--- src/hw/rtl/fpsa_pkg.sv ---
`timescale 1ns / 1ps
package fpsa_pkg;

  localparam int NFS = 16;
  localparam int NAT = 32;
  localparam int OFFSET_BITS = 20;
  localparam int FS_IW = $clog2(NFS);
  localparam int AT_IW = $clog2(NAT);
  localparam int IDX_W = AT_IW + 1;
  localparam int CNT_W = FS_IW + 1;
  localparam int LEN_W = 21;
  localparam int ADDR_W = 32;

  localparam logic [LEN_W-1:0] HEAP_MAX =
    ((1 << OFFSET_BITS) < 1048576) ? LEN_W'(1 << OFFSET_BITS) : LEN_W'(1048576);

  localparam logic [1:0] REQ_FIRST = 2'd0;
  localparam logic [1:0] REQ_BEST  = 2'd1;
  localparam logic [1:0] REQ_WORST = 2'd2;
  localparam logic [1:0] REQ_FREE  = 2'd3;

  localparam logic [2:0] ST_OK       = 3'd0;
  localparam logic [2:0] ST_DISABLED = 3'd1;
  localparam logic [2:0] ST_NO_FIT   = 3'd2;
  localparam logic [2:0] ST_NOT_LIVE = 3'd3;
  localparam logic [2:0] ST_FULL     = 3'd4;

  localparam logic [1:0] CFG_BASE   = 2'd0;
  localparam logic [1:0] CFG_SIZE   = 2'd1;
  localparam logic [1:0] CFG_ENABLE = 2'd2;

  typedef struct packed {
    logic [LEN_W-1:0] off;
    logic [LEN_W-1:0] len;
  } seg_t;

  typedef struct packed {
    logic             ok;
    logic [AT_IW-1:0] slot;
  } slot_t;

endpackage

--- src/hw/rtl/fpsa_ram.sv ---
`timescale 1ns / 1ps
module fpsa_ram #(
  parameter int DEPTH = 16,
  parameter int WIDTH = 42
) (
  input  logic                     clk,
  input  logic                     we,
  input  logic [$clog2(DEPTH)-1:0] waddr,
  input  logic [WIDTH-1:0]         wdata,
  input  logic [$clog2(DEPTH)-1:0] raddr,
  output logic [WIDTH-1:0]         rdata
);

  logic [WIDTH-1:0] mem [DEPTH];

  always_ff @(posedge clk) begin
    if (we) begin
      mem[waddr] <= wdata;
    end
    rdata <= mem[raddr];
  end

endmodule

--- src/hw/rtl/fpsa_slot_find.sv ---
`timescale 1ns / 1ps
module fpsa_slot_find (
  input  logic [fpsa_pkg::NAT-1:0] live,
  output fpsa_pkg::slot_t          slot
);

  always_comb begin
    slot.ok = 1'b0;
    slot.slot = '0;
    for (int i = fpsa_pkg::NAT - 1; i >= 0; i--) begin
      if (!live[i]) begin
        slot.ok = 1'b1;
        slot.slot = fpsa_pkg::AT_IW'(i);
      end
    end
  end

endmodule

--- src/hw/rtl/fit_policy_segment_allocator.sv ---
`timescale 1ns / 1ps
// Heap allocator with first, best and worst fit and coalescing on free. One request is
// taken at a time; s_axis_tready is low until its result is loaded into the output
// register. An allocation scans the free segments and moves the segments behind one
// that empties; a free looks up the address in the allocation slots, scans the segments
// for the merge point and moves segments on insert or removal. The pace of all of it is
// set by the single read port of the segment and allocation memories, which the
// sequencer visits one entry per step. Writing heap_size re-initializes the tables.
module fit_policy_segment_allocator (
  input  logic         clk,
  input  logic         rst,
  input  logic         cfg_we,
  input  logic [1:0]   cfg_index,
  input  logic [31:0]  cfg_data,
  input  logic         s_axis_tvalid,
  output logic         s_axis_tready,
  input  logic [55:0]  s_axis_tdata,  // req_size, free_address
  input  logic [1:0]   s_axis_tuser,  // req_type
  output logic         m_axis_tvalid,
  input  logic         m_axis_tready,
  output logic [111:0] m_axis_tdata,  // granted_address, allocated_bytes, free_bytes,
                                      // fragment_count, success_count
  output logic [2:0]   m_axis_tuser   // status
);

  localparam int LW = fpsa_pkg::LEN_W;
  localparam int IW = fpsa_pkg::IDX_W;
  localparam int FW = fpsa_pkg::FS_IW;
  localparam int AW = fpsa_pkg::AT_IW;

  localparam logic [3:0] S_IDLE   = 4'd0;
  localparam logic [3:0] S_A_RD   = 4'd1;
  localparam logic [3:0] S_A_CMP  = 4'd2;
  localparam logic [3:0] S_A_END  = 4'd3;
  localparam logic [3:0] S_F_RD   = 4'd4;
  localparam logic [3:0] S_F_CMP  = 4'd5;
  localparam logic [3:0] S_K_RD   = 4'd6;
  localparam logic [3:0] S_K_CMP  = 4'd7;
  localparam logic [3:0] S_MERGE  = 4'd8;
  localparam logic [3:0] S_MV_RD  = 4'd9;
  localparam logic [3:0] S_MV_WR  = 4'd10;
  localparam logic [3:0] S_INS_WR = 4'd11;
  localparam logic [3:0] S_DONE   = 4'd12;

  logic [3:0] state;
  logic [31:0] heap_base;
  logic [LW-1:0] heap_size;
  logic enabled;
  logic [fpsa_pkg::CNT_W-1:0] fs_count;
  logic [fpsa_pkg::NAT-1:0] live;
  logic [31:0] success;
  logic [LW-1:0] total;

  logic [1:0] rtype;
  logic [LW-1:0] rsize;
  logic [31:0] raddr;
  logic [2:0] status;
  logic [31:0] granted;
  logic [IW-1:0] idx;
  logic [IW-1:0] k;
  logic found;
  logic [FW-1:0] pick;
  fpsa_pkg::seg_t pick_seg;
  logic [AW-1:0] slot;
  fpsa_pkg::seg_t aseg;
  fpsa_pkg::seg_t prev;
  fpsa_pkg::seg_t cur;
  logic have_prev;
  logic have_cur;
  logic ins_mode;

  logic seg_we;
  logic [FW-1:0] seg_waddr;
  fpsa_pkg::seg_t seg_wdata;
  logic [FW-1:0] seg_raddr;
  fpsa_pkg::seg_t seg_rdata;
  logic at_we;
  logic [AW-1:0] at_raddr;
  fpsa_pkg::seg_t at_rdata;
  fpsa_pkg::slot_t free_slot;

  logic [LW-1:0] cfg_size;
  logic fit;
  logic better;
  logic joins_prev;
  logic after;
  logic [IW-1:0] fs_count_x;

  fpsa_ram #(.DEPTH(fpsa_pkg::NFS), .WIDTH(2 * LW)) u_seg_ram (
    .clk(clk), .we(seg_we), .waddr(seg_waddr), .wdata(seg_wdata),
    .raddr(seg_raddr), .rdata(seg_rdata)
  );

  fpsa_ram #(.DEPTH(fpsa_pkg::NAT), .WIDTH(2 * LW)) u_alloc_ram (
    .clk(clk), .we(at_we), .waddr(free_slot.slot), .wdata({pick_seg.off, rsize}),
    .raddr(at_raddr), .rdata(at_rdata)
  );

  fpsa_slot_find u_slot_find (.live(live), .slot(free_slot));

  assign s_axis_tready = (state == S_IDLE);
  assign fs_count_x = IW'(fs_count);
  assign cfg_size = (cfg_data[LW-1:0] > fpsa_pkg::HEAP_MAX) ? fpsa_pkg::HEAP_MAX
                                                             : cfg_data[LW-1:0];
  assign fit = (seg_rdata.len >= rsize);
  assign better = !found || (rtype == fpsa_pkg::REQ_BEST && seg_rdata.len < pick_seg.len)
                  || (rtype == fpsa_pkg::REQ_WORST && seg_rdata.len > pick_seg.len);
  assign joins_prev = have_prev && (prev.off + prev.len == aseg.off);
  assign after = have_cur && (cur.off == aseg.off + aseg.len);
  assign at_raddr = idx[AW-1:0];

  always_comb begin
    seg_raddr = idx[FW-1:0];
    if (state == S_MV_RD) begin
      seg_raddr = ins_mode ? FW'(idx - IW'(1)) : FW'(idx + IW'(1));
    end
  end

  always_comb begin
    seg_we = 1'b0;
    seg_waddr = '0;
    seg_wdata = '0;
    at_we = 1'b0;
    if (cfg_we && cfg_index == fpsa_pkg::CFG_SIZE) begin
      seg_we = 1'b1;
      seg_wdata.len = cfg_size;
    end else begin
      unique case (state)
        S_A_END: begin
          if (found && free_slot.ok) begin
            at_we = 1'b1;
            seg_we = 1'b1;
            seg_waddr = pick;
            seg_wdata.off = pick_seg.off + rsize;
            seg_wdata.len = pick_seg.len - rsize;
          end
        end
        S_MERGE: begin
          if (joins_prev) begin
            seg_we = 1'b1;
            seg_waddr = FW'(k - IW'(1));
            seg_wdata.off = prev.off;
            seg_wdata.len = after ? prev.len + aseg.len + cur.len : prev.len + aseg.len;
          end else if (after) begin
            seg_we = 1'b1;
            seg_waddr = k[FW-1:0];
            seg_wdata.off = aseg.off;
            seg_wdata.len = cur.len + aseg.len;
          end
        end
        S_MV_WR: begin
          seg_we = 1'b1;
          seg_waddr = idx[FW-1:0];
          seg_wdata = seg_rdata;
        end
        S_INS_WR: begin
          seg_we = 1'b1;
          seg_waddr = k[FW-1:0];
          seg_wdata = aseg;
        end
        default: begin
        end
      endcase
    end
  end

  always_ff @(posedge clk) begin
    if (rst) begin
      state <= S_IDLE;
      heap_base <= '0;
      heap_size <= '0;
      enabled <= 1'b0;
      fs_count <= '0;
      live <= '0;
      success <= '0;
      total <= '0;
      m_axis_tvalid <= 1'b0;
    end else begin
      if (m_axis_tvalid && m_axis_tready && state != S_DONE) begin
        m_axis_tvalid <= 1'b0;
      end
      if (cfg_we) begin
        unique case (cfg_index)
          fpsa_pkg::CFG_BASE: heap_base <= cfg_data;
          fpsa_pkg::CFG_SIZE: begin
            heap_size <= cfg_size;
            fs_count <= (cfg_size != '0) ? fpsa_pkg::CNT_W'(1) : '0;
            live <= '0;
            success <= '0;
            total <= '0;
          end
          fpsa_pkg::CFG_ENABLE: enabled <= cfg_data[0];
          default: begin
          end
        endcase
      end
      unique case (state)
        S_IDLE: begin
          if (s_axis_tvalid) begin
            rtype <= s_axis_tuser;
            rsize <= s_axis_tdata[LW-1:0];
            raddr <= s_axis_tdata[LW+31:LW];
            granted <= '0;
            idx <= '0;
            found <= 1'b0;
            have_prev <= 1'b0;
            if (!enabled) begin
              status <= fpsa_pkg::ST_DISABLED;
              state <= S_DONE;
            end else if (s_axis_tuser == fpsa_pkg::REQ_FREE) begin
              state <= S_F_RD;
            end else if (s_axis_tdata[LW-1:0] == '0) begin
              status <= fpsa_pkg::ST_NO_FIT;
              state <= S_DONE;
            end else begin
              state <= S_A_RD;
            end
          end
        end
        S_A_RD: state <= (idx == fs_count_x) ? S_A_END : S_A_CMP;
        S_A_CMP: begin
          if (fit && better) begin
            found <= 1'b1;
            pick <= idx[FW-1:0];
            pick_seg <= seg_rdata;
          end
          if (fit && !found && rtype == fpsa_pkg::REQ_FIRST) begin
            state <= S_A_END;
          end else begin
            idx <= idx + IW'(1);
            state <= S_A_RD;
          end
        end
        S_A_END: begin
          if (!found) begin
            status <= fpsa_pkg::ST_NO_FIT;
            state <= S_DONE;
          end else if (!free_slot.ok) begin
            status <= fpsa_pkg::ST_FULL;
            state <= S_DONE;
          end else begin
            status <= fpsa_pkg::ST_OK;
            live[free_slot.slot] <= 1'b1;
            granted <= heap_base + 32'(pick_seg.off);
            success <= success + 32'd1;
            total <= total + rsize;
            if (pick_seg.len == rsize) begin
              idx <= IW'(pick);
              ins_mode <= 1'b0;
              state <= S_MV_RD;
            end else begin
              state <= S_DONE;
            end
          end
        end
        S_F_RD: begin
          if (idx == IW'(fpsa_pkg::NAT)) begin
            status <= fpsa_pkg::ST_NOT_LIVE;
            state <= S_DONE;
          end else if (!live[idx[AW-1:0]]) begin
            idx <= idx + IW'(1);
          end else begin
            state <= S_F_CMP;
          end
        end
        S_F_CMP: begin
          if (heap_base + 32'(at_rdata.off) == raddr) begin
            slot <= idx[AW-1:0];
            aseg <= at_rdata;
            idx <= '0;
            state <= S_K_RD;
          end else begin
            idx <= idx + IW'(1);
            state <= S_F_RD;
          end
        end
        S_K_RD: begin
          if (idx == fs_count_x) begin
            k <= idx;
            have_cur <= 1'b0;
            state <= S_MERGE;
          end else begin
            state <= S_K_CMP;
          end
        end
        S_K_CMP: begin
          if (seg_rdata.off < aseg.off) begin
            prev <= seg_rdata;
            have_prev <= 1'b1;
            idx <= idx + IW'(1);
            state <= S_K_RD;
          end else begin
            cur <= seg_rdata;
            have_cur <= 1'b1;
            k <= idx;
            state <= S_MERGE;
          end
        end
        S_MERGE: begin
          if (!joins_prev && !after && fs_count >= fpsa_pkg::CNT_W'(fpsa_pkg::NFS)) begin
            status <= fpsa_pkg::ST_FULL;
            state <= S_DONE;
          end else begin
            status <= fpsa_pkg::ST_OK;
            live[slot] <= 1'b0;
            total <= total - aseg.len;
            if (joins_prev && after) begin
              idx <= k;
              ins_mode <= 1'b0;
              state <= S_MV_RD;
            end else if (joins_prev || after) begin
              state <= S_DONE;
            end else begin
              idx <= fs_count_x;
              ins_mode <= 1'b1;
              state <= S_MV_RD;
            end
          end
        end
        S_MV_RD: begin
          if (ins_mode) begin
            state <= (idx == k) ? S_INS_WR : S_MV_WR;
          end else if (idx + IW'(1) >= fs_count_x) begin
            fs_count <= fs_count - fpsa_pkg::CNT_W'(1);
            state <= S_DONE;
          end else begin
            state <= S_MV_WR;
          end
        end
        S_MV_WR: begin
          idx <= ins_mode ? idx - IW'(1) : idx + IW'(1);
          state <= S_MV_RD;
        end
        S_INS_WR: begin
          fs_count <= fs_count + fpsa_pkg::CNT_W'(1);
          state <= S_DONE;
        end
        S_DONE: begin
          if (!m_axis_tvalid || m_axis_tready) begin
            m_axis_tvalid <= 1'b1;
            m_axis_tuser <= status;
            m_axis_tdata <= {1'b0, success, 5'(fs_count), heap_size - total, total,
                             (status == fpsa_pkg::ST_OK) ? granted : 32'd0};
            state <= S_IDLE;
          end
        end
        default: state <= S_IDLE;
      endcase
    end
  end

`ifndef SYNTHESIS
  a_count_max: assert property (@(posedge clk) disable iff (rst)
    fs_count <= fpsa_pkg::CNT_W'(fpsa_pkg::NFS))
    else $error("segment count overflow");
  a_total_fits: assert property (@(posedge clk) disable iff (rst)
    total <= heap_size)
    else $error("allocated bytes exceed heap");
  a_one_request: assert property (@(posedge clk) disable iff (rst)
    s_axis_tvalid && s_axis_tready |=> !s_axis_tready)
    else $error("request taken while busy");
  a_empty_heap: assert property (@(posedge clk) disable iff (rst)
    heap_size == '0 |-> fs_count == '0)
    else $error("segment in empty heap");
`endif

endmodule

--- config.mk ---
export PLATFORM = sky130hd
export DESIGN_NAME = fit_policy_segment_allocator
export DESIGN_NICKNAME = d
export VERILOG_FILES = /design/src/hw/rtl/fpsa_pkg.sv /design/src/hw/rtl/fpsa_ram.sv /design/src/hw/rtl/fpsa_slot_find.sv /design/src/hw/rtl/fit_policy_segment_allocator.sv
export SDC_FILE = /design/constraint.sdc
export NUM_CORES = 2
export LEC_CHECK = 0
export ABC_AREA = 0
export BUFFER_PORTS_ARGS = -buffer_cell sky130_fd_sc_hd__buf_4
export CORE_ASPECT_RATIO = 1.1
export CORE_MARGIN = 2
export CORE_UTILIZATION = 55
export CTS_BUF_LIST = sky130_fd_sc_hd__clkbuf_4
export DETAILED_ROUTE_END_ITERATION = 10
export GPL_TIMING_DRIVEN = 0
export PLACE_DENSITY_LB_ADDON = 0.1
export SLEW_MARGIN = 20
export SYNTH_ARGS = -nofsm -noshare
export SYNTH_HDL_FRONTEND = slang
export SYNTH_SLANG_ARGS = --single-unit
--- constraint.sdc ---
create_clock -name clk -period 15.94 [get_ports clk]
set_clock_uncertainty 0.05 [all_clocks]
set_input_delay 3.188 -clock clk [delete_from_list [all_inputs] [get_ports clk]]
set_output_delay 3.188 -clock clk [all_outputs]
set_load 0.05 [all_outputs]
* After elaboration in Yosys (flattened, before gate mapping)
Memory sizes are Yosys's and may differ from the RTL's. A register that Yosys moved wholly into a read port is not among the register bits. Index checks and enable logic that the tools add are counted.
Word-level totals: register bits 546, input port bits 97, bits in latches 0, word-level logic and storage cells 326, memory bits (read-only) 0, RAM bits 2016, memories kept 2
Memory list:
- u_alloc_ram.mem | depth 32, width 42, read ports 1, clocked after Yosys merged registers in 1, wr ports 1, line fpsa_ram.sv:14 | logic [WIDTH-1:0] mem [DEPTH];
- u_seg_ram.mem | depth 16, width 42, read ports 1, clocked after Yosys merged registers in 1, wr ports 1, line fpsa_ram.sv:14
Operators by class: reductions and logical operators 55, bitwise operators 5, multipliers 0, eq/ne operators 43, $add $sub $neg 18, shift-type cells 0, divide/modulo/power cells 0, $lt $le $gt $ge 12, mux-type cells 158
Operators by type and width (number):
- $mux W32 | 14
- $mux W6 | 47
- $mux W21 | 9
- $pmux W42 S4 | 1
- $add A21 B21 Y21 | 7
- $pmux W32 S2 | 2
- $mux W42 | 3
- $add A32 B21 Y32 | 2
- $eq A21 B21 Y1 | 3
- $sub A21 B21 Y21 | 3
- $mux W4 | 15
- $pmux W4 S13 | 1
- $mux W3 | 16
- $pmux W6 S8 | 1
- $lt A21 B21 Y1 | 2
- $pmux W21 S2 | 1
- $add A32 B1 Y32 const B | 1
- $and A32 B32 Y32 | 1
- $eq A32 B32 Y1 | 1
- $not A32 Y32 | 1
- $or A32 B32 Y32 | 1
- $mux W1 | 30
- $ne A2 B2 Y1 const B | 14
- $ge A21 B21 Y1 | 1
- 53 further kinds | 114

* Logic depth before layout (Yosys ltp)
word-level depth 40, gate-level depth with buffers 21, depth with buffers taken out 20

* Cells and area by module
A second synthesis with hierarchy kept.
Second synthesis, totals: cell total of the unflattened synthesis 8062, area total of the unflattened synthesis 117182.4 sq um
Modules (own cells, without submodules):
- fpsa_ram (u_alloc_ram) | cells each 2953, area each 53188.5 sq um, times used 1
- fit_policy_segment_allocator | cells each 3949, area each 37552.3 sq um, times used 1
- fpsa_ram (u_seg_ram) | cells each 1092, area each 26058.7 sq um, times used 1
- fpsa_slot_find | cells each 68, area each 382.9 sq um, times used 1

* Worst setup path before layout
No wires, ideal clock.
path kind input to register, start input port rst, end register m_axis_tdata[0], enable pin, stages 5, arrival 8.524 ns, setup time 0.588 ns, buffers on the path 2, setup slack 6.779 ns, cell sequence clkbuf_1 -> inv_1 -> clkbuf_1 -> nand2_1 -> nor2_1
On the way: longest elaborated chain between the ends 2
RTL lines:
- from (decl) | line fit_policy_segment_allocator.sv:11 | input logic rst,
- $not A1 Y1 (no line)
- $reduce_and A3 Y1 (no line)
- to (signal assigned) | line fit_policy_segment_allocator.sv:342 | m_axis_tdata <= {1'b0, success, 5'(fs_count), heap_size - total, total,
- to (decl) | line fit_policy_segment_allocator.sv:21 | output logic [111:0] m_axis_tdata,
Every way passes these cells. A chain may end at the register's enable or synchronous reset.

* Worst setup path after layout
start register aseg[0] in the netlist's numbering, end memory u_seg_ram.mem[2][21], enable pin
On the way: longest elaborated chain between the ends 9
RTL lines:
- from (decl) | line fit_policy_segment_allocator.sv:65 | fpsa_pkg::seg_t aseg;
- from (signal assigned) | line fit_policy_segment_allocator.sv:269 | aseg <= at_rdata;
- $add A21 B21 Y21 * | line fit_policy_segment_allocator.sv:109 | assign after = have_cur && (cur.off == aseg.off + aseg.len);
- $eq A21 B21 Y1 * | line fit_policy_segment_allocator.sv:109
- $logic_and A1 B1 Y1 * | line fit_policy_segment_allocator.sv:109
- $mux W1 | line fit_policy_segment_allocator.sv:144 | end else if (after) begin
- $mux W1 | line fit_policy_segment_allocator.sv:139 | if (joins_prev) begin
- $pmux W1 S3 | line fit_policy_segment_allocator.sv:128 | unique case (state)
- $mux W1 | line fit_policy_segment_allocator.sv:124 | if (cfg_we && cfg_index == fpsa_pkg::CFG_SIZE) begin
- $mux W1 | line fpsa_ram.sv:17 | if (we) begin
- $mux W1 (implied by the code) | line fpsa_ram.sv:18 | mem[waddr] <= wdata;
- to (decl) | line fpsa_ram.sv:14
Mark *: on every way between the ends. The rest lies on a longest branch, timed or not.

==> results by group <==
Outcome
  – Status: complete, no violations

Layout
  – Final cell area excluding filler cells: 133500 um2
  – Fraction of final layout cells sized beyond drive strength 1: 28.73%
  – Filler Cells Inserted: around 15k
  – Utilization after layout: about 64%
  – Final Net Count: 8740
  – Synthesis-to-finish area growth: 15.58%

Logic synthesis
  – Yosys cell types: 98
  – Post-synthesis sequential element count: 2646
  – Share of the yosys chip area belonging to registers: 66.77%
  – Syn_area_per_cell: between 15 and 20 um2
  – Number of enable flip-flop cells after synthesis: 2413
  – Most used flip-flop cell after synthesis: sky130_fd_sc_hd__edfxtp_1
  – Area of the mapped netlist: 115500 um2
  – Number of instances in the synthesized netlist: 7008
  – Synth Warn #: 0
  – Net Count, Synth: 7434
  – Fraction of registers with async set or reset after synthesis: 0%

Timing
  – Pin slew with the least headroom to its limit: around 1.3 ns
  – Number of failing setup endpoints in the final timing report: 0
  – RSZ-0062 raised after global routing: no
  – Final Hold Violating Endpoints: 0
  – Max-slew headroom at the worst pin: 14.59%
  – Period utilisation layout: between 50% and 60%
  – Final sum of negative setup slack: 0 ns
  – Highest Clock Rate: 116.7 MHz
  – Number of pins with negative max-slew slack in the final report: 0
  – Minimum period implied by the final worst setup slack: between 8 and 9 ns

Worst setup path
  – Capture instance of the worst register-to-register path: u_seg_ram.mem[2][21]
  – Worst r2r path cells: 24
  – Arr. time, crit path: 9.65 ns
  – End point of the critical path: u_seg_ram.mem[2][21]
  – Top fanout value on the critical path: 8
  – Data required time of the critical path: 17.03 ns
  – Startpoint-to-endpoint class of the critical path: reg2reg
  – Start of the worst register-to-register path: aseg[0]
  – Startpoint of the worst setup timing path: aseg[0]
  – Kind of launch point of the worst setup path: register
  – Register-to-register path setup slack: 7.37 ns
  – Type of element capturing the critical path: register

Global routing
  – Wire length of the first global-routing pass: about 520 mm
  – Total Routing Usage GR: 34.64%
  – Remaining Overflow, GRT: 0
  – Via count of the first global-routing pass: approximately 73k
  – Pin count of the biggest net entering global routing: 43
  – Initial antenna violation count: 26

Power
  – Power density over the cells: 141.9 nW/um2
  – Part of the power in the clock network: between 20% and 30%
  – Sequential group share of total power: 43.6%
  – Pint: 13.00 mW
  – Leakage: 46.01 nW
  – Worst IR drop on VDD: 0.00009632 V
  – Combinational fraction of design power: a little over a quarter
  – Net Sw Frac: between 30% and 40%
  – Switching power of the nets: between 5 and 6 mW

Clock network
  – Largest buffer count on any clock path: 4
  – Root Driver: sky130_fd_sc_hd__clkbuf_4
  – Clock transition at path regs: ~0.080 ns
  – Quantity of hold-fixing buffers added after cts: 0
  – Sink Count: 2646
  – Number of buffers inserted during clock tree synthesis: 674
  – Worst skew pair latency: 1.50 ns
  – H-Tree Depth: 6
  – Number of gates resized after CTS: 0
  – CTS tree: yes
  – Number of post-CTS setup repair buffers: 0

Flow run
  – # Max-Cap Violations: 0

Worst hold path
  – Worst Hold Depth: 0
  – Class of the most critical hold timing path: reg2reg

Die
  – Vertical die dimension: 484.6 um
  – Number of placement rows: 176
  – Std-Cell Core Area: 209000 um2
  – Total die area: 213700 um2
  – Effective utilization at floorplan: 55.27%
  – IO Pins: 214
  – Die width: 440.9 um

Detailed routing
  – Initial DRT Pass Iterations: 7
  – Vias: 74.08k
  – Violation count after the first detailed-route iteration: 9623
  – Total wire length after detailed routing: 370.4 mm
  – Post-DR wirelength/cell: 32.00 um
  – Residual DRC count: 0
  – Avg Vias per Cell: around 6.4
  – Number of nets still failing antenna checks after routing: 0

Place
  – Routability cong.: 0.9720
  – DP Wirelength: 276.5 mm
  – Post-detailed-placement cell area: 125100 um2
  – # port buffers: 208
## registers in the layout, indices dropped and copies added (netlist names), 42 cells and up
| register | cells |
|---|---|
| u_alloc_ram.mem | 1344 |
| u_seg_ram.mem | 672 |
| m_axis_tdata | 111 |
| aseg | 42 |
| cur | 42 |
| pick_seg | 42 |
| prev | 42 |
| u_alloc_ram.rdata | 42 |
| u_seg_ram.rdata | 42 |
## layer usage
metal,vias up,global-route usage [%],share of wire (%)
met5,-,0,0.019
met3,690,7.837,10
li1,31350,-,-
met4,10,14.69,4.4
met1,37680,48.99,40
met2,4354,52.16,46
## Yosys cell counts, types with 57 or more instances
cell | number | area share [%]
sky130_fd_sc_hd__a21o_1 | 92 | 0.60
sky130_fd_sc_hd__a21oi_1 | 286 | 1.2
sky130_fd_sc_hd__a31oi_1 | 57 | 0.31
sky130_fd_sc_hd__and2_1 | 62 | 0.34
sky130_fd_sc_hd__and3_1 | 58 | 0.31
sky130_fd_sc_hd__buf_1 | 65 | 0.21
sky130_fd_sc_hd__clkbuf_1 | 213 | 0.69
sky130_fd_sc_hd__dfxtp_1 | 233 | 4.0
sky130_fd_sc_hd__edfxtp_1 | 2413 | 63
sky130_fd_sc_hd__ha_1 | 317 | 3.4
sky130_fd_sc_hd__inv_1 | 201 | 0.65
sky130_fd_sc_hd__mux4_2 | 638 | 12
sky130_fd_sc_hd__nand2_1 | 329 | 1.1
sky130_fd_sc_hd__nand3_1 | 107 | 0.46
sky130_fd_sc_hd__nor2_1 | 328 | 1.1
sky130_fd_sc_hd__nor3_1 | 161 | 0.70
sky130_fd_sc_hd__o211ai_1 | 66 | 0.43
sky130_fd_sc_hd__o21ai_0 | 239 | 1.0
sky130_fd_sc_hd__xnor2_1 | 159 | 1.2
sky130_fd_sc_hd__xor2_1 | 103 | 0.78
## critical path, stage by stage, from the launching register on
cell and delay [ns]:
sky130_fd_sc_hd__edfxtp_1 0.82, sky130_fd_sc_hd__ha_1 0.41, sky130_fd_sc_hd__inv_1 0.09, sky130_fd_sc_hd__fa_1 0.50, sky130_fd_sc_hd__xor2_1 0.22, sky130_fd_sc_hd__xnor2_1 0.19
sky130_fd_sc_hd__or4_1 0.43, sky130_fd_sc_hd__or4_1 0.56, sky130_fd_sc_hd__or4_1 0.53, sky130_fd_sc_hd__nor3_1 0.25, sky130_fd_sc_hd__nand4_1 0.13, sky130_fd_sc_hd__nor4_1 0.33
sky130_fd_sc_hd__and3_1 0.30, sky130_fd_sc_hd__inv_1 0.06, sky130_fd_sc_hd__ha_1 0.19, sky130_fd_sc_hd__clkbuf_1 0.30, sky130_fd_sc_hd__nor2_1 0.16, sky130_fd_sc_hd__o21ai_0 0.08
sky130_fd_sc_hd__and3_1 0.25, sky130_fd_sc_hd__nor2_1 0.18, sky130_fd_sc_hd__or4b_1 0.71, sky130_fd_sc_hd__nor3_2 0.78, sky130_fd_sc_hd__buf_6 0.25, sky130_fd_sc_hd__buf_4 0.22
sky130_fd_sc_hd__buf_6 0.17
## layout make-up
class                   count  area, um2  area share [%]
diodes                     19      47.55         0.03561
plain buffers             290       1174          0.8791
clock buffers             962       7222           5.410
clock inverters           198       1055          0.7901
inverters                 202      758.2          0.5680
multi-input cells        3870      37020           27.73
flip-flops and latches   2646      77120           57.77
well taps                2759       3452           2.586
repair buffers            630       5644           4.228
## layout by cell type (no fill, tap or decap), types with 103 or more instances in the layout
cell | synthesis | final
sky130_fd_sc_hd__xor2_1 | 103 | 103
sky130_fd_sc_hd__buf_4 | 1 | 428
sky130_fd_sc_hd__a21oi_1 | 286 | 268
sky130_fd_sc_hd__nor2_1 | 328 | 319
sky130_fd_sc_hd__nand2_1 | 329 | 329
sky130_fd_sc_hd__clkbuf_4 | 0 | 962
sky130_fd_sc_hd__dfxtp_1 | 233 | 233
sky130_fd_sc_hd__mux4_2 | 638 | 638
sky130_fd_sc_hd__clkbuf_1 | 213 | 197
sky130_fd_sc_hd__xnor2_1 | 159 | 157
sky130_fd_sc_hd__nand3_1 | 107 | 107
sky130_fd_sc_hd__clkinv_1 | 0 | 148
sky130_fd_sc_hd__edfxtp_1 | 2413 | 2413
sky130_fd_sc_hd__o21ai_0 | 239 | 234
sky130_fd_sc_hd__inv_1 | 201 | 201
sky130_fd_sc_hd__nor3_1 | 161 | 124
sky130_fd_sc_hd__ha_1 | 317 | 317
## metrics by stage
stage	setup slack (ns)	power [mW]	instances	hold slack, ns
6_report	7.374	18.94	11580	0.3500
4_1_cts	7.550	19.04	11560	0.3513
2_1_floorplan	6.779	11.46	7008	0.3355
3_3_place_gp	-0.6865	13.28	9975	0.3398
3_5_place_dp	7.668	13.39	10400	0.3395
5_1_grt	7.300	19.69	11570	0.3497
## worst min path at each step
stage / startpoint / to / slack, ns
4_1_cts: u_alloc_ram.rdata[7] / aseg[7] / 0.35
2_1_floorplan: u_alloc_ram.rdata[0] / aseg[0] / 0.34
3_3_place_gp: u_alloc_ram.rdata[5] / aseg[5] / 0.34
3_5_place_dp: u_alloc_ram.rdata[17] / aseg[17] / 0.34
5_1_grt: u_alloc_ram.rdata[7] / aseg[7] / 0.35
6_report: u_alloc_ram.rdata[7] / aseg[7] / 0.35
## power by group through the flow
stage                     sequential (mW)  clock, mW  combinational, mW
final                                8.27       5.67               5.01
after global placement               8.50          0               4.77
after CTS                            8.25       5.78               5.01
after floorplan                      8.24          0               3.22
after detailed placement             8.40          0               4.99
after global routing                 8.26       6.14               5.29
## cell families after synthesis
group / count (synthesis) / synth area share [%]
and+or+nand+nor: 1377 / 5.922
other: 1 / 0.003247
AOI/OAI and AO/OA: 1169 / 6.712
muxes: 729 / 13.28
DFF: 2646 / 66.77
adders and majority gates: 329 / 3.642
xor gates and xnor gates: 265 / 2.049
buffers and inverters: 492 / 1.619
No activity file was read; power rests on OpenSTA's default activity.
